**config.mk**
```make
export PLATFORM = sky130hd
export DESIGN_NAME = salc_front
export DESIGN_NICKNAME = d
export VERILOG_FILES = /design/src/sv/salc_pkg.sv /design/src/sv/salc_front.sv
export SDC_FILE = /design/constraint.sdc
export NUM_CORES = 1
export LEC_CHECK = 0
export ABC_AREA = 0
export BUFFER_PORTS_ARGS = -buffer_cell sky130_fd_sc_hd__buf_4
export CAP_MARGIN = 40
export CORE_AREA = 2 2 239 241
export CTS_CLUSTER_DIAMETER = 120
export DETAILED_ROUTE_END_ITERATION = 6
export DIE_AREA = 0 0 241 243
export MAX_ROUTING_LAYER = met4
export SYNTH_ARGS = -nofsm -noshare
export SYNTH_HDL_FRONTEND = slang
export SYNTH_SLANG_ARGS = --single-unit
```
**constraint.sdc**
```tcl
create_clock -name i_clk -period 8.3 [get_ports i_clk]
set_input_delay 2.075 -clock i_clk [delete_from_list [all_inputs] [get_ports i_clk]]
set_output_delay 2.075 -clock i_clk [all_outputs]
set_load 0.1 [all_outputs]
```
**src/sv/salc_pkg.sv**
```systemverilog
// Shared types and constants of the set-associative LRU lookup unit.
// Used by salc_front, salc_back and the top level; no dependencies.
package salc_pkg;

    localparam logic [1:0] OUT_HIT   = 2'd0;
    localparam logic [1:0] OUT_COLD  = 2'd1;
    localparam logic [1:0] OUT_EVICT = 2'd2;

    localparam logic [1:0] CFG_INDEX_BITS  = 2'd0;
    localparam logic [1:0] CFG_OFFSET_BITS = 2'd1;
    localparam logic [1:0] CFG_WAYS_IN_USE = 2'd2;

    // Decoded access handed from front to back.
    typedef struct packed {
        logic [63:0] tag;
        logic [11:0] set;
        logic [4:0]  nways;
    } t_req;

endpackage

```
**src/sv/salc_front.sv**
```systemverilog
// Front part: accepts addresses, splits them into set and tag and queues them.
// Depends on salc_pkg.
module salc_front #(
    parameter int MAX_SET_BITS = 6,
    parameter int WAYS         = 8
) (
    input  logic              i_clk,
    input  logic              i_rst_n,
    input  logic              i_valid,
    output logic              o_ready,
    input  logic [63:0]       i_address,
    input  logic [2:0]        i_index_bits,
    input  logic [5:0]        i_offset_bits,
    input  logic [3:0]        i_ways_in_use,
    output logic              o_req_valid,
    input  logic              i_req_ready,
    output salc_pkg::t_req    o_req
);
    // two-entry queue
    salc_pkg::t_req r_q [2];
    logic [1:0] r_cnt, n_cnt;
    logic       r_rd, r_wr;
    logic [3:0] ib;
    logic [6:0] shift;
    logic [63:0] shifted;
    logic [4:0] nw;
    salc_pkg::t_req req;
    logic push, pop;

    always_comb begin
        ib = (32'(i_index_bits) > MAX_SET_BITS) ? 4'(MAX_SET_BITS) : {1'b0, i_index_bits};
        shifted = i_address >> i_offset_bits;
        shift = 7'(i_offset_bits) + 7'(ib);
        nw = (i_ways_in_use == 4'd0) ? 5'd1 : {1'b0, i_ways_in_use};
        if (32'(nw) > WAYS) nw = 5'(WAYS);
        req.set = 12'(shifted & ((64'd1 << ib) - 64'd1));
        req.tag = shift[6] ? 64'd0 : (i_address >> shift[5:0]);
        req.nways = nw;
    end

    assign o_ready     = (r_cnt != 2'd2);
    assign o_req_valid = (r_cnt != 2'd0);
    assign o_req       = r_q[r_rd];
    assign push        = i_valid && o_ready;
    assign pop         = o_req_valid && i_req_ready;

    always_comb begin
        n_cnt = r_cnt + 2'(push) - 2'(pop);
    end

    always_ff @(posedge i_clk) begin
        if (!i_rst_n) begin
            r_cnt <= '0;
            r_rd  <= 1'b0;
            r_wr  <= 1'b0;
        end else begin
            r_cnt <= n_cnt;
            if (push) r_wr <= ~r_wr;
            if (pop)  r_rd <= ~r_rd;
        end
        if (push) r_q[r_wr] <= req;
    end

    a_cnt_bound: assert property (@(posedge i_clk) disable iff (!i_rst_n)
        r_cnt != 2'd3) else $error("queue count overflow");
    a_full_stall: assert property (@(posedge i_clk) disable iff (!i_rst_n)
        r_cnt == 2'd2 |-> !o_ready) else $error("ready while full");
    a_empty_novalid: assert property (@(posedge i_clk) disable iff (!i_rst_n)
        r_cnt == 2'd0 |-> !o_req_valid) else $error("valid while empty");
endmodule

```
==> results.py, run 1 <==
metrics = {
    "min_path": {
        "min_from": "r_rd$_SDFFE_PN0P_",
        "min_path_cells": 2,
        "hold_end": "r_rd$_SDFFE_PN0P_",
        "hp-class": "reg2reg",
    },
    "route": {
        "vias": 9965,
        "routedWlPerCell_um": 23.3,
        "wl_mm": 45.8,
        "ant_nets": 0,
        "drt-pass1-iter-count": 5,
        "drc": 0,
        "viasPerCell": 5.07,
        "drt_iter0_drc": 936,
    },
    "global_routing": {
        "grt_pass1_wl_mm": 67.1,
        "grt_overflow": 0,
        "grt_antenna_before_repair": 1,
        "grt.total_usage_pct": 15.9,
        "grt_pass1_vias": 9901,
        "grt_max_degree": 65,
    },
    "timing": {
        "fmaxAchievable_ghz": 0.177,
        "finClkSkew_ns": 0.0163,
        "worst_slack_ns": 2.65,
        "fin_crit_sh_pct": 68.0,
        "setup_tns_ns": 0,
        "hold_violations": 0,
        "worst_pin_slew_ns": 1.01,
        "setup_viol": 0,
        "rsz0062_at_grt": "no",
        "slew_violations": 0,
        "slew_headroom_pct": 32.6,
        "period_needed_ns": 5.65,
    },
    "pwr": {
        "power.density_nw_per_um2": 291,
        "total_leakage_power_nw": 5.75,
        "peakVddDrop_mv": 0.189,
        "p_total_w": 0.00449,
    },
    "die": {
        "placementRows": 87,
        "die_area_um2": 58600,
        "die_h_um": 243,
        "io_pins": 164,
        "die_x_um": 241,
        "coreArea_um2": 56000,
        "initial_core_util_pct": 22.8,
    },
    "finish": {
        "final_area_um2": 15400,
        "seq_area_um2": 4910,
        "final_nets": 1284,
        "multi_input_area_um2": 7410,
        "fillers": 5824,
        "area_delta_synth_final_pct": 21.3,
        "drive_gt1_share_pct": 38.2,
    },
    "yosys": {
        "ys_types": 59,
        "ys_seq_area_share_pct": 38.5,
        "syn_inst": 1063,
        "netlist.area_leader.share_pct": 37.7,
        "async_flop_share_pct": 0,
        "synth_edf_count": 160,
        "syn_area_per_cell_um2": 12.0,
        "ys_ff_latch": 165,
        "yosys_warnings": 0,
        "netlist_top_cells_area": "edfxtp_1 38%, mux4_2 15%, mux2_2 12%",
        "syn_area_um2": 12700,
        "synth_flop_cell": "edfxtp_1",
        "post-synth-top-area-cell": "edfxtp_1",
    },
    "clock_tree": {
        "cts.path.max_buffers": 2,
        "clock-sinks": 165,
        "clk_pin_slew_ns": 0.07,
        "holdBufCountCts": 0,
        "cts_tree": "built",
        "cts_max_level": 4,
        "numCtsBuffers": 17,
        "worstSkewPairLatency_ns": 0.45,
        "post-cts-setup-buffers": 0,
        "root_buffer": "clkbuf_16",
        "cts_resized": 0,
    },
    "placement": {
        "hpwlAfterDp_mm": 34.7,
        "dpl_worst_slack_ns": 2.17,
        "gp_congestion": 0.928,
        "dpl_cell_area_um2": 14900,
        "io_buffers": 162,
    },
    "critical_path": {
        "arrival_ns": 5.78,
        "rr_worst_depth": 4,
        "cp_data_required_time_ns": 8.43,
        "r2r_setup_slack_ns": 5.83,
        "timing.rr.end": "r_q[0][25]$_DFFE_PP_",
        "criticalPathCategory": "in2reg",
        "rr_startpoint": "r_cnt[0]$_SDFF_PN0_",
        "startpoint_type": "input port",
        "path_max_fanout": 25,
        "critPathCaptureType": "flip-flop",
    },
    "run": {
        "maxCapViolations": 0,
    },
    "outcome": {
        "status": "finished, final reports clean",
    },
}
==> registers in the layout, summed over array words and instances (netlist names), named ones only <==
register  flops
r_cnt         2
r_q         160
r_rd          1
r_wr          1
==> kinds of logic after synthesis <==
logic type	synth area share (%)
xor gates and xnor gates	0.541
other	0.0295
adders and majority gates	0.747
DFF	38.5
muxes	38.7
and+or+nand+nor	8.35
AOI/OAI and AO/OA	9.01
buffers and inverters	4.09
==> critical path, cell delays in order <==
cell and delay, ns:
buf_4 0.12, nand2_1 0.08, and2_1 0.20, ha_1 0.24, fa_1 0.52, xnor2_4 0.75, nand2_1 0.12, a31oi_1 0.70
mux2i_1 0.22, a22oi_1 0.46, o221ai_1 0.27
==> layout by cell type, fill, tap and decap left out, types with 5 or more instances in the layout <==
cell type and count:
a211oi_1 7, a21oi_1 37, a22oi_1 9, and2_1 10
and3_1 6, buf_4 182, clkbuf_16 17, conb_1 13
edfxtp_1 160, ha_1 5, mux2_2 135, mux2i_1 147
mux4_2 86, nand2_1 106, nand3_1 18, nor2_1 83
nor2b_1 7, nor3_1 8, o211ai_1 21, o21ai_0 31
o221ai_1 20
==> through the flow <==
step	std cells	hold slack [ns]	utilization, %
3_5_place_dp	1933	0.534	26.5
3_3_place_gp	1923	0.524	26.2
6_report	1966	0.544	27.6
2_1_floorplan	1075	0.504	-
5_1_grt	1965	0.563	27.6
4_1_cts	1964	0.549	27.6
==> synth_stat cells (20+ instances only) <==
cell,n
a21oi_1,37
buf_2,20
buf_4,22
clkbuf_1,37
edfxtp_1,160
mux2_2,135
mux2i_1,147
mux4_2,86
nand2_1,106
nor2_1,84
o211ai_1,21
o21ai_0,31
o221ai_1,20
==> layout make-up <==
type                       instances  share of cell area, %
tap                              756                   6.12
antenna                            2                 0.0324
sequential                       165                   31.8
clock buffer                      17                   2.75
timing repair buffer             191                   10.1
inverter                           7                  0.170
clock inverter                    14                   1.08
multi-input combinational        814                   48.0
==> power breakdown <==
part	internal [W]	switching (W)	total, W
logic	0.000707	0.00186	0.00257
registers	0.00110	0.0000399	0.00114
clock network	0.000426	0.000363	0.000789
total	0.00223	0.00226	0.00449
==> metal layers <==
layer	vias to the layer above	GRT usage (%)	wire, um
li1	4427	-	-
met1	5034	22.2	21100
met5	-	-	0
met4	0	6.06	1530
met2	433	23.6	20600
met3	71	1.69	2530
==> how the worst max path moves through the flow <==
stage	startpoint	to	slack (ns)	cells after the start
after floorplan	i_valid	r_q[0][0]$_DFFE_PP_	2.22	2
after global placement	i_index_bits[1]	r_q[0][26]$_DFFE_PP_	2.09	12
after detailed placement	i_index_bits[1]	r_q[0][26]$_DFFE_PP_	2.17	11
after CTS	i_index_bits[1]	r_q[1][26]$_DFFE_PP_	2.65	11
after global routing	i_index_bits[1]	r_q[1][26]$_DFFE_PP_	2.46	11
final	i_index_bits[1]	r_q[1][26]$_DFFE_PP_	2.65	11
Power figures use the tool's default switching activity.
==> run 2: changes to the inputs <==
- clock period: 8.3 -> 4.75 ns (I/O delays scaled with it)
==> results.py, run 2 (synthesized netlist as in run 1, its figures left out) <==
metrics = {
    "clock_tree": {
        "cts_resized": 0,
        "clock-sinks": 165,
        "worstSkewPairLatency_ns": 0.44,
        "post-cts-setup-buffers": 0,
        "cts.path.max_buffers": 2,
        "holdBufCountCts": 0,
        "numCtsBuffers": 17,
        "cts_max_level": 4,
        "clk_pin_slew_ns": 0.07,
        "root_buffer": "clkbuf_16",
        "cts_tree": "built",
    },
    "timing": {
        "slew_headroom_pct": 41.2,
        "worst_pin_slew_ns": 0.870,
        "hold_violations": 0,
        "slew_violations": 0,
        "worst_slack_ns": 0.243,
        "period_needed_ns": 4.51,
        "setup_viol": 0,
        "fmaxAchievable_ghz": 0.222,
        "finClkSkew_ns": 0.00719,
        "rsz0062_at_grt": "no",
        "fin_crit_sh_pct": 94.9,
    },
    "die": {
        "die_x_um": 241,
        "initial_core_util_pct": 22.8,
        "die_h_um": 243,
        "coreArea_um2": 56000,
        "die_area_um2": 58600,
        "io_pins": 164,
        "placementRows": 87,
    },
    "pwr": {
        "p_seq_share_pct": 24.6,
        "power.share.clock_pct": 17.6,
        "combPwrFrac_pct": 57.8,
        "switching_share_pct": 50.1,
        "power.density_nw_per_um2": 507,
        "peakVddDrop_mv": 0.251,
        "total_leakage_power_nw": 5.91,
        "p_total_w": 0.00798,
        "power_switching_w": 0.00400,
        "internal-power_w": 0.00399,
    },
    "critical_path": {
        "cp_cell_sequence": "buf_4 > nand2_1 > and2_1 > ha_1 > fa_1 > xnor2_4 > buf_12 > mux2_2 > nand2_1 > o21ai_0 > a221oi_1 > buf_4 > o21ai_0",
        "arrival_ns": 4.65,
        "r2r_setup_slack_ns": 2.91,
        "criticalPathCategory": "in2reg",
        "rr_startpoint": "r_cnt[0]$_SDFF_PN0_",
        "timing.rr.end": "r_q[1][79]$_DFFE_PP_",
        "slowest_stage": "a221oi_1",
        "cp_data_required_time_ns": 4.90,
        "rr_worst_depth": 3,
        "path_max_fanout": 25,
        "startpoint_type": "input port",
        "critPathCaptureType": "flip-flop",
        "slowest_delay_ns": 0.68,
    },
    "outcome": {
        "status": "finished, final reports clean",
    },
    "placement": {
        "hpwlAfterDp_mm": 35.0,
        "gp_congestion": 0.935,
        "dpl_worst_slack_ns": -0.146,
        "io_buffers": 162,
    },
    "finish": {
        "fillers": 5846,
        "largest_register_ffs": 160,
        "max_flop_register": "r_q",
        "final_common_cell": "buf_4",
        "final_nets": 1316,
        "final_cell_mix": "211 x buf_4, 160 x edfxtp_1, 147 x mux2i_1",
        "area_delta_synth_final_pct": 23.7,
        "reg_top3": "r_q (160), r_cnt (2)",
        "drive_gt1_share_pct": 39.7,
    },
    "global_routing": {
        "grt_pass1_vias": 9949,
        "grt_antenna_before_repair": 1,
        "grt_overflow": 0,
        "grt.total_usage_pct": 15.9,
        "grt_max_degree": 82,
        "grt_pass1_wl_mm": 67.2,
    },
    "min_path": {
        "min_from": "r_rd$_SDFFE_PN0P_",
        "hp-class": "reg2reg",
        "min_path_cells": 2,
    },
    "route": {
        "drc": 0,
        "drt-pass1-iter-count": 6,
        "drt_iter0_drc": 906,
        "wl_mm": 45.6,
        "routedWlPerCell_um": 22.8,
        "vias": 10100,
        "ant_nets": 0,
        "viasPerCell": 5.06,
    },
    "run": {
        "maxCapViolations": 0,
    },
}
## run 2: power by group through the flow
stage / combinational, W / clock (W) / sequential (W)
2_1_floorplan: 0.00338 / 0 / 0.00199
3_3_place_gp: 0.00463 / 0 / 0.00199
3_5_place_dp: 0.00464 / 0 / 0.00200
4_1_cts: 0.00465 / 0.00144 / 0.00197
5_1_grt: 0.00482 / 0.00149 / 0.00199
6_report: 0.00461 / 0.00140 / 0.00197
## run 2: worst max path at each step
stage	slack [ns]	depth (start not counted)	start	endpoint
2_1_floorplan	0.81	10	i_index_bits[1]	r_q[0][47]$_DFFE_PP_
3_3_place_gp	-0.11	13	i_index_bits[1]	r_q[0][25]$_DFFE_PP_
3_5_place_dp	-0.15	13	i_index_bits[1]	r_q[0][25]$_DFFE_PP_
4_1_cts	0.34	13	i_index_bits[1]	r_q[0][25]$_DFFE_PP_
5_1_grt	0.21	13	i_index_bits[1]	r_q[0][25]$_DFFE_PP_
6_report	0.24	13	i_index_bits[1]	r_q[0][25]$_DFFE_PP_
## run 2: worst max-delay path, delay by kind of cell
kind	cells	cell delay (ns)
compound gates	3	0.99
fa+ha+maj	2	0.78
buf+inv	3	0.59
xor+xnor	1	0.39
mux	1	0.37
simple gates	3	0.35
## run 2: per-stage QoR
| step | TNS (ns) | util [%] | cells | hold WS, ns | cell area (um^2) |
|---|---|---|---|---|---|
| finish | 0 | 28.1 | 1998 | 0.552 | 15700 |
| global route | 0 | 28.1 | 1998 | 0.583 | 15700 |
| CTS | 0 | 28.1 | 1997 | 0.555 | 15700 |
| detailed placement | -0.420 | 27.0 | 1965 | 0.529 | 15100 |
| global placement | -0.267 | 27.0 | 1963 | 0.525 | 15100 |
| floorplan | 0 | - | 1075 | 0.504 | 12800 |
## run 2: layout make-up
class	instances	area [um^2]	share of cell area, %
Tap cell	756	946	6.01
Multi-Input combinational cell	814	7420	47.1
Inverter	7	26.3	0.167
Clock buffer	17	425	2.70
Timing Repair Buffer	223	1830	11.6
Antenna cell	1	2.50	0.0159
Clock inverter	15	189	1.20
Sequential cell	165	4910	31.2
## run 2: routing by layer
layer | up-vias | part of all wire [%] | global-route usage [%]
met5 | - | 0 | -
met3 | 81 | 5.5 | 2.26
met1 | 5111 | 45 | 21.2
li1 | 4498 | - | -
met4 | 0 | 3.8 | 6.26
met2 | 414 | 46 | 24.2
